--- src/hw/rtl/cabb_pkg.sv ---
// ----------------------------------------------------------------------------
// cabb_pkg - shared types and constants for the clipped alpha blend blitter
// Item payload structs, configuration struct, register map and clip limit.
// ----------------------------------------------------------------------------
`default_nettype none

package cabb_pkg;

    // Largest destination extent honored by the clip test
    localparam int MAX_DIM = 4096;
    localparam logic [17:0] DIM_LIMIT = 18'(MAX_DIM);

    localparam int ADDR_W = 5;

    // Register indexes (byte address = 4 * index)
    localparam logic [2:0] REG_POS_X         = 3'd0;
    localparam logic [2:0] REG_POS_Y         = 3'd1;
    localparam logic [2:0] REG_DEST_WIDTH    = 3'd2;
    localparam logic [2:0] REG_DEST_HEIGHT   = 3'd3;
    localparam logic [2:0] REG_BITMAP_HEIGHT = 3'd4;

    typedef struct packed {
        logic [31:0] src_pixel;
        logic [23:0] dst_pixel;
        logic [11:0] src_col;
        logic [11:0] src_row;
    } t_in;

    typedef struct packed {
        logic        write_enable;
        logic [11:0] dest_x;
        logic [11:0] dest_y;
        logic [23:0] out_pixel;
    } t_out;

    typedef struct packed {
        logic signed [12:0] pos_x;
        logic signed [12:0] pos_y;
        logic [12:0]        dest_width;
        logic [12:0]        dest_height;
        logic [12:0]        bitmap_height;
    } t_cfg;

    typedef struct packed {
        logic        keep;
        logic [11:0] x;
        logic [11:0] y;
    } t_place;

endpackage

`default_nettype wire

--- src/hw/rtl/clipped_alpha_blend_blit_top.sv ---
// Clipped alpha blend blitter.
// Pipeline: an accepted item moves from the input register to the result register,
// where it is offered on the output.
// Throughput: 1 item per cycle; both stages advance together when the output is taken.
// Reset: synchronous active low; clears both stage valids and loads register reset values.
// ----------------------------------------------------------------------------
// clipped_alpha_blend_blit_top - blitter top level
// APB register file, input register, placement and blend, result register.
// ----------------------------------------------------------------------------
`default_nettype none

module clipped_alpha_blend_blit_top (
    input  wire logic                        i_clk,
    input  wire logic                        i_rst_n,
    input  wire logic                        psel,
    input  wire logic                        penable,
    input  wire logic                        pwrite,
    input  wire logic [cabb_pkg::ADDR_W-1:0] paddr,
    input  wire logic [31:0]                 pwdata,
    output logic [31:0]                      prdata,
    output logic                             pready,
    input  wire logic                        i_in_valid,
    input  wire cabb_pkg::t_in               i_in_data,
    output logic                             o_in_stall,
    output logic                             o_out_valid,
    output cabb_pkg::t_out                   o_out_data,
    input  wire logic                        i_out_stall
);
    import cabb_pkg::*;

    t_cfg   cfg;
    t_place place;
    logic [23:0] blend_pixel;

    logic   r_in_valid;
    t_in    r_in_data;
    logic   r_out_valid;
    t_out   r_out_data;
    t_out   n_out_data;

    logic   s1_free;
    logic   s2_free;

    cabb_regs u_regs (
        .i_clk   (i_clk),
        .i_rst_n (i_rst_n),
        .psel    (psel),
        .penable (penable),
        .pwrite  (pwrite),
        .paddr   (paddr),
        .pwdata  (pwdata),
        .prdata  (prdata),
        .pready  (pready),
        .o_cfg   (cfg)
    );

    cabb_place u_place (
        .i_cfg   (cfg),
        .i_col   (r_in_data.src_col),
        .i_row   (r_in_data.src_row),
        .o_place (place)
    );

    cabb_blend u_blend (
        .i_src   (r_in_data.src_pixel),
        .i_dst   (r_in_data.dst_pixel),
        .o_pixel (blend_pixel)
    );

    assign s2_free = !r_out_valid || !i_out_stall;
    assign s1_free = !r_in_valid || s2_free;

    assign o_in_stall  = !s1_free;
    assign o_out_valid = r_out_valid;
    assign o_out_data  = r_out_data;

    // clipped items pass the destination pixel back with zero coordinates
    always_comb begin
        n_out_data.write_enable = place.keep;
        n_out_data.dest_x       = place.keep ? place.x : 12'd0;
        n_out_data.dest_y       = place.keep ? place.y : 12'd0;
        n_out_data.out_pixel    = place.keep ? blend_pixel : r_in_data.dst_pixel;
    end

    always_ff @(posedge i_clk) begin
        if (!i_rst_n) begin
            r_in_valid  <= 1'b0;
            r_out_valid <= 1'b0;
        end else begin
            if (s1_free) begin
                r_in_valid <= i_in_valid;
            end
            if (s2_free) begin
                r_out_valid <= r_in_valid;
            end
        end
    end

    always_ff @(posedge i_clk) begin
        if (s1_free && i_in_valid) begin
            r_in_data <= i_in_data;
        end
        if (s2_free && r_in_valid) begin
            r_out_data <= n_out_data;
        end
    end

    a_clip_zero: assert property (@(posedge i_clk) disable iff (!i_rst_n)
        o_out_valid && !o_out_data.write_enable |->
            o_out_data.dest_x == 12'd0 && o_out_data.dest_y == 12'd0)
        else $error("clipped item carries nonzero coordinates");

    a_stall_only_full: assert property (@(posedge i_clk) disable iff (!i_rst_n)
        o_in_stall |-> o_out_valid && i_out_stall && r_in_valid)
        else $error("input stalled while pipeline has room");

    a_reset_empty: assert property (@(posedge i_clk)
        !i_rst_n |=> !o_out_valid && !r_in_valid)
        else $error("pipeline not empty after reset");

endmodule

`default_nettype wire

--- src/hw/rtl/cabb_regs.sv ---
// ----------------------------------------------------------------------------
// cabb_regs - configuration register file
// APB-style write/read access to placement and clip registers.
// ----------------------------------------------------------------------------
`default_nettype none

module cabb_regs (
    input  wire logic                      i_clk,
    input  wire logic                      i_rst_n,
    input  wire logic                      psel,
    input  wire logic                      penable,
    input  wire logic                      pwrite,
    input  wire logic [cabb_pkg::ADDR_W-1:0] paddr,
    input  wire logic [31:0]               pwdata,
    output logic [31:0]                    prdata,
    output logic                           pready,
    output cabb_pkg::t_cfg                 o_cfg
);
    import cabb_pkg::*;

    t_cfg        r_cfg;
    logic [2:0]  reg_idx;
    logic        wr_en;

    assign reg_idx = paddr[ADDR_W-1:2];
    assign pready  = 1'b1;
    assign wr_en   = psel && penable && pwrite && pready;
    assign o_cfg   = r_cfg;

    always_ff @(posedge i_clk) begin
        if (!i_rst_n) begin
            r_cfg.pos_x         <= '0;
            r_cfg.pos_y         <= '0;
            r_cfg.dest_width    <= '0;
            r_cfg.dest_height   <= '0;
            r_cfg.bitmap_height <= 13'd1;
        end else if (wr_en) begin
            case (reg_idx)
                REG_POS_X:         r_cfg.pos_x         <= pwdata[12:0];
                REG_POS_Y:         r_cfg.pos_y         <= pwdata[12:0];
                REG_DEST_WIDTH:    r_cfg.dest_width    <= pwdata[12:0];
                REG_DEST_HEIGHT:   r_cfg.dest_height   <= pwdata[12:0];
                REG_BITMAP_HEIGHT: r_cfg.bitmap_height <= pwdata[12:0];
                default: ;
            endcase
        end
    end

    always_comb begin
        case (reg_idx)
            REG_POS_X:         prdata = {19'd0, r_cfg.pos_x};
            REG_POS_Y:         prdata = {19'd0, r_cfg.pos_y};
            REG_DEST_WIDTH:    prdata = {19'd0, r_cfg.dest_width};
            REG_DEST_HEIGHT:   prdata = {19'd0, r_cfg.dest_height};
            REG_BITMAP_HEIGHT: prdata = {19'd0, r_cfg.bitmap_height};
            default:           prdata = '0;
        endcase
    end

endmodule

`default_nettype wire

--- src/hw/rtl/cabb_place.sv ---
// ----------------------------------------------------------------------------
// cabb_place - destination placement and clip test
// Maps column and bottom-up row to destination x/y and checks the bounds.
// ----------------------------------------------------------------------------
`default_nettype none

module cabb_place (
    input  wire cabb_pkg::t_cfg i_cfg,
    input  wire logic [11:0]    i_col,
    input  wire logic [11:0]    i_row,
    output cabb_pkg::t_place    o_place
);
    import cabb_pkg::*;

    logic signed [13:0] x;
    logic signed [14:0] y;
    logic               row_ok;
    logic               x_ok;
    logic               y_ok;

    // x spans -4096..8190, y spans -8192..12285
    assign x = {i_cfg.pos_x[12], i_cfg.pos_x} + $signed({2'b00, i_col});
    assign y = {{2{i_cfg.pos_y[12]}}, i_cfg.pos_y}
             + $signed({2'b00, i_cfg.bitmap_height})
             - 15'sd1
             - $signed({3'b000, i_row});

    assign row_ok = {1'b0, i_row} < i_cfg.bitmap_height;
    assign x_ok   = !x[13] && (x[12:0] < i_cfg.dest_width)
                    && ({5'd0, x[12:0]} < DIM_LIMIT);
    assign y_ok   = !y[14] && (y[13:0] < {1'b0, i_cfg.dest_height})
                    && ({4'd0, y[13:0]} < DIM_LIMIT);

    assign o_place.keep = row_ok && x_ok && y_ok;
    assign o_place.x    = x[11:0];
    assign o_place.y    = y[11:0];

endmodule

`default_nettype wire

--- src/hw/rtl/cabb_blend.sv ---
// ----------------------------------------------------------------------------
// cabb_blend - non-premultiplied alpha blend of one RGB pixel
// Per channel: round-half-up of (D*(255-a) + S*a) / 255.
// ----------------------------------------------------------------------------
`default_nettype none

module cabb_blend (
    input  wire logic [31:0] i_src,
    input  wire logic [23:0] i_dst,
    output logic [23:0]      o_pixel
);
    logic [7:0] alpha;
    logic [7:0] alpha_inv;

    assign alpha     = i_src[31:24];
    assign alpha_inv = 8'd255 - alpha;

    always_comb begin
        logic [15:0] n;
        logic [16:0] m;
        logic [16:0] q;
        for (int c = 0; c < 3; c++) begin
            n = 16'(i_dst[c*8 +: 8] * alpha_inv) + 16'(i_src[c*8 +: 8] * alpha);
            // (2n+255)/510 == (n+127)/255; m stays below 65536
            m = {1'b0, n} + 17'd127;
            // exact divide by 255 for dividends below 65535, which covers every m here
            q = m + 17'd1 + {8'd0, m[16:8]};
            o_pixel[c*8 +: 8] = q[15:8];
        end
    end

endmodule

`default_nettype wire

--- config.mk ---
export PLATFORM = sky130hd
export DESIGN_NAME = clipped_alpha_blend_blit_top
export DESIGN_NICKNAME = d
export VERILOG_FILES = /design/src/hw/rtl/cabb_pkg.sv /design/src/hw/rtl/clipped_alpha_blend_blit_top.sv /design/src/hw/rtl/cabb_regs.sv /design/src/hw/rtl/cabb_place.sv /design/src/hw/rtl/cabb_blend.sv
export SDC_FILE = /design/constraint.sdc
export NUM_CORES = 1
export LEC_CHECK = 0
export BUFFER_PORTS_ARGS = -buffer_cell sky130_fd_sc_hd__buf_2
export CELL_PAD_IN_SITES_DETAIL_PLACEMENT = 1
export CELL_PAD_IN_SITES_GLOBAL_PLACEMENT = 2
export CORE_MARGIN = 1.5
export CORE_UTILIZATION = 43
export DETAILED_ROUTE_END_ITERATION = 6
export GPL_ROUTABILITY_DRIVEN = 0
export PLACE_DENSITY_LB_ADDON = 0.1
export SETUP_SLACK_MARGIN = 0.02
export SYNTH_ARGS = -nofsm -noshare
export SYNTH_HDL_FRONTEND = slang
export SYNTH_HIERARCHICAL = 1
export SYNTH_SLANG_ARGS = --single-unit
--- constraint.sdc ---
create_clock -name i_clk -period 17.95 [get_ports i_clk]
set_input_delay 1.795 -clock i_clk [delete_from_list [all_inputs] [get_ports i_clk]]
set_output_delay 1.795 -clock i_clk [all_outputs]
set_load 0.05 [all_outputs]
Yosys cells after proc, flatten, opt, wreduce, memory -nomap -nowiden
Cells that the tools add are included.

word-level totals
  register bits after elaboration = 196
  bits of input ports = 124

operators by class
  $add $sub $neg = 17
  $mul = 6
  order comparisons = 5
  equality and inequality tests = 4
  multiplexer cells = 2
  reductions and logical operators = 24

operators by type and width
  operator                                                                        number
  8-bit by 8-bit multiplier with 16-bit output                                    6
  13-bit case mux with 5 select lines                                             1
  16-bit by 7-bit adder with 17-bit output, second input constant                 3
  16-bit by 1-bit adder with 16-bit output, second input constant                 3
  16-bit adder                                                                    3
  16-bit by 9-bit adder with 16-bit output                                        3
  24-bit two-way mux                                                              1
  13-bit by 14-bit adder with 15-bit output                                       1
  15-bit by 1-bit subtractor with 15-bit output, second input constant            1
  15-bit by 12-bit subtractor with 15-bit output                                  1
  13-bit by 13-bit adder with 14-bit output                                       1
  14-bit by 13-bit less-than comparator with 1-bit output                         1
  14-bit by 13-bit less-than comparator with 1-bit output, second input constant  1
  12-bit by 13-bit less-than comparator with 1-bit output                         1
  13-bit less-than comparator                                                     1
  13-bit less-than comparator, second input constant                              1
  1-bit logical AND                                                               10
  2-bit AND reduction                                                             5
  8-bit subtractor, first input constant                                          1
  3-bit by 2-bit == test with 1-bit output, second input constant                 2
  1-bit logical NOT                                                               6
  3-bit by 1-bit == test with 1-bit output, second input constant                 1
  3-bit == test, second input constant                                            1
  3-bit logical NOT                                                               1
  1-bit logical OR                                                                2

Longest topological paths before layout
Gate-level depths: netlist (run 1).

  depth in word-level cells = 8
  gate-level depth with buffers = 34
  gate-level depth less buffers = 31

Cells and area by module
Netlist (run 1), hierarchy kept.

by module, submodules not included
  module                        times used  cells an instance  area an instance (um^2)  seq. area each (um^2)
  cabb_blend                    1           1887               16074.2                  0.0
  clipped_alpha_blend_blit_top  1           190                4429.2                   3913.8
  cabb_regs                     1           320                3101.7                   1301.2
  cabb_place                    1           302                2331.0                   0.0

Worst setup path after synthesis (run 1)
No wires, ideal clock.

  path type = reg-to-reg
  start = register r_in_data[76] (netlist bit)
  end = register r_out_data (netlist bit o_out_data[18]), data pin
  arrival time = 8.074 ns
  data required time = 17.690 ns
  path slack = 9.616 ns
  cell stages (with the launch flop) = 28
  path through = edfxtp_1 > clkbuf_1 > clkbuf_1 > nand2b_1 > fa_1 > fa_1 > fa_1 > inv_1 > fa_1 > fa_1 > fa_1 > ha_1 > buf_6 > a21o_1 > a31o_1 > o32ai_1 > xor2_1 > or4b_4 > xnor2_1 > ha_1 > a2111oi_0 > nand2_1 > o22a_1 > and2_1 > o221ai_2 > and2_1 > o211ai_1 > mux2_2

RTL lines
  what                    RTL line                             text
  start, declared         clipped_alpha_blend_blit_top.sv:36   t_in r_in_data;
  start signal, assigned  clipped_alpha_blend_blit_top.sv:101  r_in_data <= i_in_data;
  end signal, assigned    clipped_alpha_blend_blit_top.sv:104  r_out_data <= n_out_data;
  end, declared           clipped_alpha_blend_blit_top.sv:38   t_out r_out_data;

==> impl_metrics.csv, run 1 <==
group,metric,value,unit
outcome,outcome,"complete, no violations",
die,boundaryPins,208,
finish,synthToLayoutAreaGrowth,8.04,%
die,coreArea,0.0594,mm²
placed_design,io_buffers,166,
global_route,grt_max_degree,59,
global_route,grt_antenna_before_repair,4,
worst_hold_path,hp-class,"reg -> reg",
setup_path,timing.rr.start,"r_in_data[74]$_DFFE_PP_",
setup_path,path_class,"reg -> reg",
finish,fillers,6794,
synth,avgSynthCellArea,9.61,µm²
route,drcViolationCount,0,
synth,netlist.area_leader.share,23.4,%
cts,clk_pin_slew_worst_paths,100,ps
setup_path,reg2reg_setup_slack,8710,ps
finish,final_layout_size_suffix_gt1_share,10.2,%
setup_path,crit_path_start,"r_in_data[74]$_DFFE_PP_",
sta,fin_crit_sh,51.5,%
cts,clkSinkCount,196,
route,postRouteAntennaNets,0,
synth,synth-seq-area-share,20.1,%
run,maxCapViolCount,0,
global_route,track_usage,23.1,%
synth,synthAdderAreaFrac,36.6,%
synth,synth_cell_types,94,
cts,tritoncts,"yes",
setup_path,worstPathMaxFanout,48,
cts,cts_htree_levels,4,
die,die_w,249,µm
synth,synth-async-reset-ratio,0,%
die,die_h,249,µm
global_route,grt_pass1_vias,21188,
cts,postCtsSetupRepairBufs,0,
route,finalWirelength,69.2,mm
die,row_count,89,
synth,yosys.area_share.simple,17.3,%
setup_path,end_kind,"flip-flop",
die,dieArea,0.0618,mm²
global_route,grt_pass1_wl,113,mm
sta,fmax,0.108,GHz
synth,yosys.area.top_type,"fa_1",
route,vias,19072,
sta,worst-slew-pin-transition,1210,ps
global_route,grt-ovfl-total,0,
cts,cts_resized,0,
cts,ctsHoldBuffers,0,
finish,fin_cells,3605,
route,dr.pass1.iters,5,
synth,synth_top_family_by_area,"adder cells",
synth,synthCells,2699,
finish,seq_area,0.00522,mm²
setup_path,worst_setup_path_start_kind,"flip-flop",
die,start_util,43.7,%
synth,synth_mux_area_share,4.63,%
sta,finalSetupViolations,0,
placed_design,post-place-cells,3572,
synth,syn_area,0.0259,mm²
setup_path,cp-endpoint,"o_out_data[18]$_DFFE_PP_",
sta,rsz0062_at_grt,"false",
sta,hold_viol_final,0,
setup_path,arrival,9510,ps
finish,multi_input_area,0.0184,mm²
placed_design,dp_hpwl,54.1,mm
synth,synthFlopType,"edfxtp_1",
sta,slew_viol_final,0,
finish,utilization,47.2,%
synth,synth_edf_count,129,
route,wl_per_cell,19.2,µm
cts,cts_root_buf,"clkbuf_16",
setup_path,reg2reg_depth,25,
finish,nets,3517,
route,routed_via_density,5.29,
sta,slew_headroom,18.9,%
synth,ys_warn_count,6,
sta,setup_tns,0,ps
sta,worst_clock_skew,32.3,ps
synth,synth_compound_area_share,7.93,%
cts,insertion_delay,500,ps
setup_path,cp_data_required_time,18210,ps
route,first_iter_violations,679,
synth,yosys-top-cells-area,"fa_1 23%, edfxtp_1 15%, ha_1 13%",
synth,synth_xor_xnor_area_share,3.92,%
cts,cts_buffers,17,
cts,cts_buffer_depth,2,
synth,synth-seq-cells,196,
sta,min_period,9240,ps
setup_path,reg2reg_to,"o_out_data[18]$_DFFE_PP_",
## layout make-up
cell class,count,area share [%]
clock buffer,18,1.53
inverter,514,6.89
sequential,196,18.6
multi-input combinational,1909,65.5
timing repair buffer,180,3.34
antenna,1,0.00893
clock inverter,14,0.674
tap,773,3.45
## per-layer routing
layer	up-vias	global-route usage, %	routed length (µm)
met5	-	0	30
met4	4	5.92	1220
met3	66	3.03	1870
met2	246	40.0	34400
met1	9808	30.4	31700
li1	8948	-	-
## cell usage after synthesis (all sizes together), types with 12 or more instances
cell	count
clkbuf	59
nand3	24
mux2	39
edfxtp	129
a21oi	54
inv	514
xnor2	68
o21a	17
a21o	27
o22ai	14
nand2	192
nor4	15
nor2	69
xor2	35
mux2i	76
a211oi	12
nor3	34
fa	303
o211ai	17
ha	272
buf	41
a22oi	24
nand2b	97
and2	153
nand4	18
o21ai	39
nor2b	136
dfxtp	67
## logic make-up (layout without fill, tap and decap cells)
family	count (synthesis)	count (layout)
and+or+nand+nor	800	800
buffers and inverters	614	726
adders and majority gates	576	576
AOI/OAI and AO/OA	287	287
DFF	196	196
muxes	115	115
xor gates and xnor gates	108	108
other	3	24
## worst min path at each step
stage	end	from	slack, ps	cells after the start
final	u_regs/o_cfg[29]$_SDFFE_PN0P_	u_regs/o_cfg[29]$_SDFFE_PN0P_	480	2
after global routing	u_regs/o_cfg[29]$_SDFFE_PN0P_	u_regs/o_cfg[29]$_SDFFE_PN0P_	500	2
after CTS	u_regs/o_cfg[29]$_SDFFE_PN0P_	u_regs/o_cfg[29]$_SDFFE_PN0P_	480	2
after detailed placement	u_regs/o_cfg[15]$_SDFFE_PN0P_	u_regs/o_cfg[15]$_SDFFE_PN0P_	470	2
after global placement	u_regs/o_cfg[38]$_SDFFE_PN0P_	u_regs/o_cfg[38]$_SDFFE_PN0P_	460	2
after floorplan	u_regs/o_cfg[34]$_SDFFE_PN0P_	u_regs/o_cfg[34]$_SDFFE_PN0P_	440	2
## flip-flops by register name (all words and copies together), names as in the netlist
register      cells
o_out_data       49
o_out_valid       1
r_in_data        80
r_in_valid        1
u_regs/o_cfg     65
## worst max-delay path: stages, from the launching register on
cell and delay (ps):
edfxtp_1 330, buf_4 520, nand2b_1 220, fa_1 450
fa_1 510, fa_1 520, inv_1 60, fa_1 570
fa_1 430, fa_1 450, ha_1 380, a21o_1 270
a31o_1 280, o32ai_1 470, xor2_1 200, or4b_4 610
xnor2_1 450, ha_1 350, a2111oi_0 370, nand2_1 110
o22a_1 280, and2_1 210, o221ai_2 310, and2_1 250
o211ai_1 110, mux2_2 260
## cells in the final DEF, fill, tap and decap left out, drive strengths merged, types with 5 or more instances in the layout
cell	n
o2111ai	7
dfxtp	67
a21o	27
xor2	35
clkinv	7
nand3b	7
nor4	15
nand3	24
inv	519
o211ai	17
nor2b	136
nand2	192
mux2i	76
nand2b	97
a22oi	24
clkbuf	18
o21a	17
nand4	18
nor3	34
nor3b	9
or3	9
a21boi	5
xnor2	68
fa	303
a31oi	8
o31ai	8
mux2	39
and3	10
a2111oi	8
a21oi	54
or2	9
edfxtp	129
nor2	69
conb	23
o22ai	14
and2	153
ha	272
buf	180
o21ai	39
a211oi	12
## stage by stage
step	hold slack (ps)	setup slack [ps]	area [µm²]
global placement	456	8880	27400
global route	496	8110	28000
finish	476	8710	28000
floorplan	444	9620	26000
detailed placement	468	8690	27400
CTS	480	8700	28000
Power of run 1 is left out: the tool's default activity adds up to more than one toggle a clock period on the data nets, which glitch-free logic cannot reach.
==> run 2, diff against run 1 <==
--- a/config.mk
+++ b/config.mk
@@ -9,7 +9,7 @@
 export CELL_PAD_IN_SITES_DETAIL_PLACEMENT = 1
 export CELL_PAD_IN_SITES_GLOBAL_PLACEMENT = 2
 export CORE_MARGIN = 1.5
-export CORE_UTILIZATION = 43
+export CORE_UTILIZATION = 36
 export DETAILED_ROUTE_END_ITERATION = 6
 export GPL_ROUTABILITY_DRIVEN = 0
 export PLACE_DENSITY_LB_ADDON = 0.1
==> constraint.sdc (replaced) <==
create_clock -name i_clk -period 8.25 [get_ports i_clk]
set_input_delay 0.825 -clock i_clk [delete_from_list [all_inputs] [get_ports i_clk]]
set_output_delay 0.825 -clock i_clk [all_outputs]
set_load 0.05 [all_outputs]
==> run 2 against run 1 <==
  * Register-to-register slack lost 8600 ps
  * Wire length is 9.2% higher
  * Clock skew is 3.5 ps higher
  * Fmax is 14% higher
  * Core utilization is 3.6 points lower
  * Clock-buffer cell count fell by 1
  * Die area grew 19%
  * Non-clock buffer count rose by 221
  * Via count up 3.1%
  * Hold slack gained 2.8 ps
  * Cell area grew 11%
==> impl_metrics.csv, run 2 (same netlist as run 1, synthesis figures left out) <==
group,metric,value,unit
setup_path,worst_path_most_repeated_cell,"fa_1",
route,drcViolationCount,0,
die,dieArea,0.0737,mm²
worst_hold_path,hp-class,"reg -> reg",
global_route,grt_max_degree,61,
cts,tritoncts,"yes",
cts,cts_htree_levels,4,
die,start_util,36.3,%
die,row_count,98,
cts,cts_root_buf,"clkbuf_16",
setup_path,worst-path-buf-inv,5,
finish,layout_common_cells,"506 x inv_1, 298 x fa_1, 254 x ha_1",
finish,final_layout_size_suffix_gt1_share,21.0,%
sta,fin_crit_sh,98.2,%
placed_design,post-place-cells,3919,
setup_path,crit_family,"adder cells",
cts,cts_buffer_depth,2,
sta,hold_viol_final,0,
global_route,grt_antenna_before_repair,6,
setup_path,end_kind,"flip-flop",
global_route,grt-ovfl-total,0,
setup_path,cp_data_required_time,8510,ps
route,dr.pass1.iters,5,
setup_path,worst_setup_path_start_kind,"flip-flop",
placed_design,pre_cts_ws,-138,ps
route,first_iter_violations,712,
sta,rsz0062_at_grt,"true",
sta,worst_clock_skew,35.7,ps
cts,cts_buffers,17,
finish,fin_cells,4003,
setup_path,worstPathMaxFanout,9,
finish,nets,3738,
cts,ctsHoldBuffers,0,
global_route,track_usage,20.8,%
placed_design,io_buffers,166,
finish,synthToLayoutAreaGrowth,19.9,%
finish,largest_reg_flops,80,
finish,top_register,"r_in_data",
global_route,grt_pass1_vias,21934,
route,routed_via_density,4.91,
cts,clkSinkCount,196,
finish,multi_input_area,0.0192,mm²
sta,slew_viol_final,0,
die,coreArea,0.0714,mm²
sta,finalSetupViolations,0,
finish,fillers,8209,
route,wl_per_cell,18.9,µm
die,die_w,271,µm
finish,final_common_cell,"inv_1",
cts,clk_pin_slew_worst_paths,100,ps
setup_path,path_class,"reg -> reg",
setup_path,critPathMaxStageDelay,590,ps
sta,min_period,8100,ps
outcome,outcome,"complete, no violations",
cts,insertion_delay,510,ps
finish,seq_area,0.00522,mm²
global_route,grt_pass1_wl,120,mm
die,boundaryPins,208,
sta,slew_headroom,24.2,%
route,finalWirelength,75.6,mm
run,maxCapViolCount,0,
setup_path,crit_slowest_cell,"or4b_4",
sta,setup_slack,147,ps
sta,fmax,0.123,GHz
sta,worst-slew-pin-transition,1140,ps
route,vias,19670,
placed_design,dp_hpwl,60.5,mm
setup_path,arrival,8360,ps
route,postRouteAntennaNets,0,
die,die_h,271,µm
==> run 2: changes by cell type in the layout (fill, tap and decap cells not counted), sizes merged <==
cell    before  now
buf        180  399
inv        519  528
clkinv       7    1
bufbuf       0    2
bufinv       2    0
clkbuf      18   17
==> run 2: final timing paths <==
check                           startpoint                            end  slack [ps]  cells past startpoint
max                r_in_data[74]$_DFFE_PP_       o_out_data[22]$_DFFE_PP_         150                     28
min          u_regs/o_cfg[22]$_SDFFE_PN0P_  u_regs/o_cfg[22]$_SDFFE_PN0P_         480                      2
max reg2reg        r_in_data[74]$_DFFE_PP_       o_out_data[22]$_DFFE_PP_         150                     28
min reg2reg  u_regs/o_cfg[22]$_SDFFE_PN0P_  u_regs/o_cfg[22]$_SDFFE_PN0P_         480                      2
==> run 2: repair_timing <==
action	4_1_cts	5_1_grt
hold endpoints to repair	0	0
endpoints found under the setup margin	17	24
cloned	2	0
pin swaps	10	107
setup buffers	12	38
resized for setup	29	169
==> run 2: tightest hold or removal path, cell delays in order, from the launching register on <==
cell and delay (ps):
dfxtp_1 320, nand2_1 60, mux2i_1 50
==> run 2: per-layer routing <==
metal	wire length [µm]	vias to the layer above	track usage (%)
li1	-	9398	-
met1	35400	10022	28.1
met2	37400	209	35.8
met3	1840	37	2.49
met4	901	4	3.90
met5	28	-	0
==> run 2: stage by stage <==
stage / setup TNS (ps) / cell area (µm²) / hold slack (ps) / util [%]
after floorplan: 0 / 26000 / 444 / -
after global placement: -62.5 / 29000 / 460 / 40.7
after detailed placement: -592 / 29000 / 463 / 40.7
after CTS: 0 / 30000 / 443 / 42.0
after global routing: -488 / 31100 / 455 / 43.6
final: 0 / 31100 / 479 / 43.6
==> run 2: layout make-up <==
cell class              instances  share of cell area (%)
diodes                          1                 0.00805
clock buffers                  17                    1.37
clock inverters                15                   0.797
inverters                     514                    6.20
multi-input cells            1909                    61.8
flip-flops and latches        196                    16.8
well taps                     950                    3.82
repair buffers                401                    9.25
Power of run 2 is left out for the same reason.
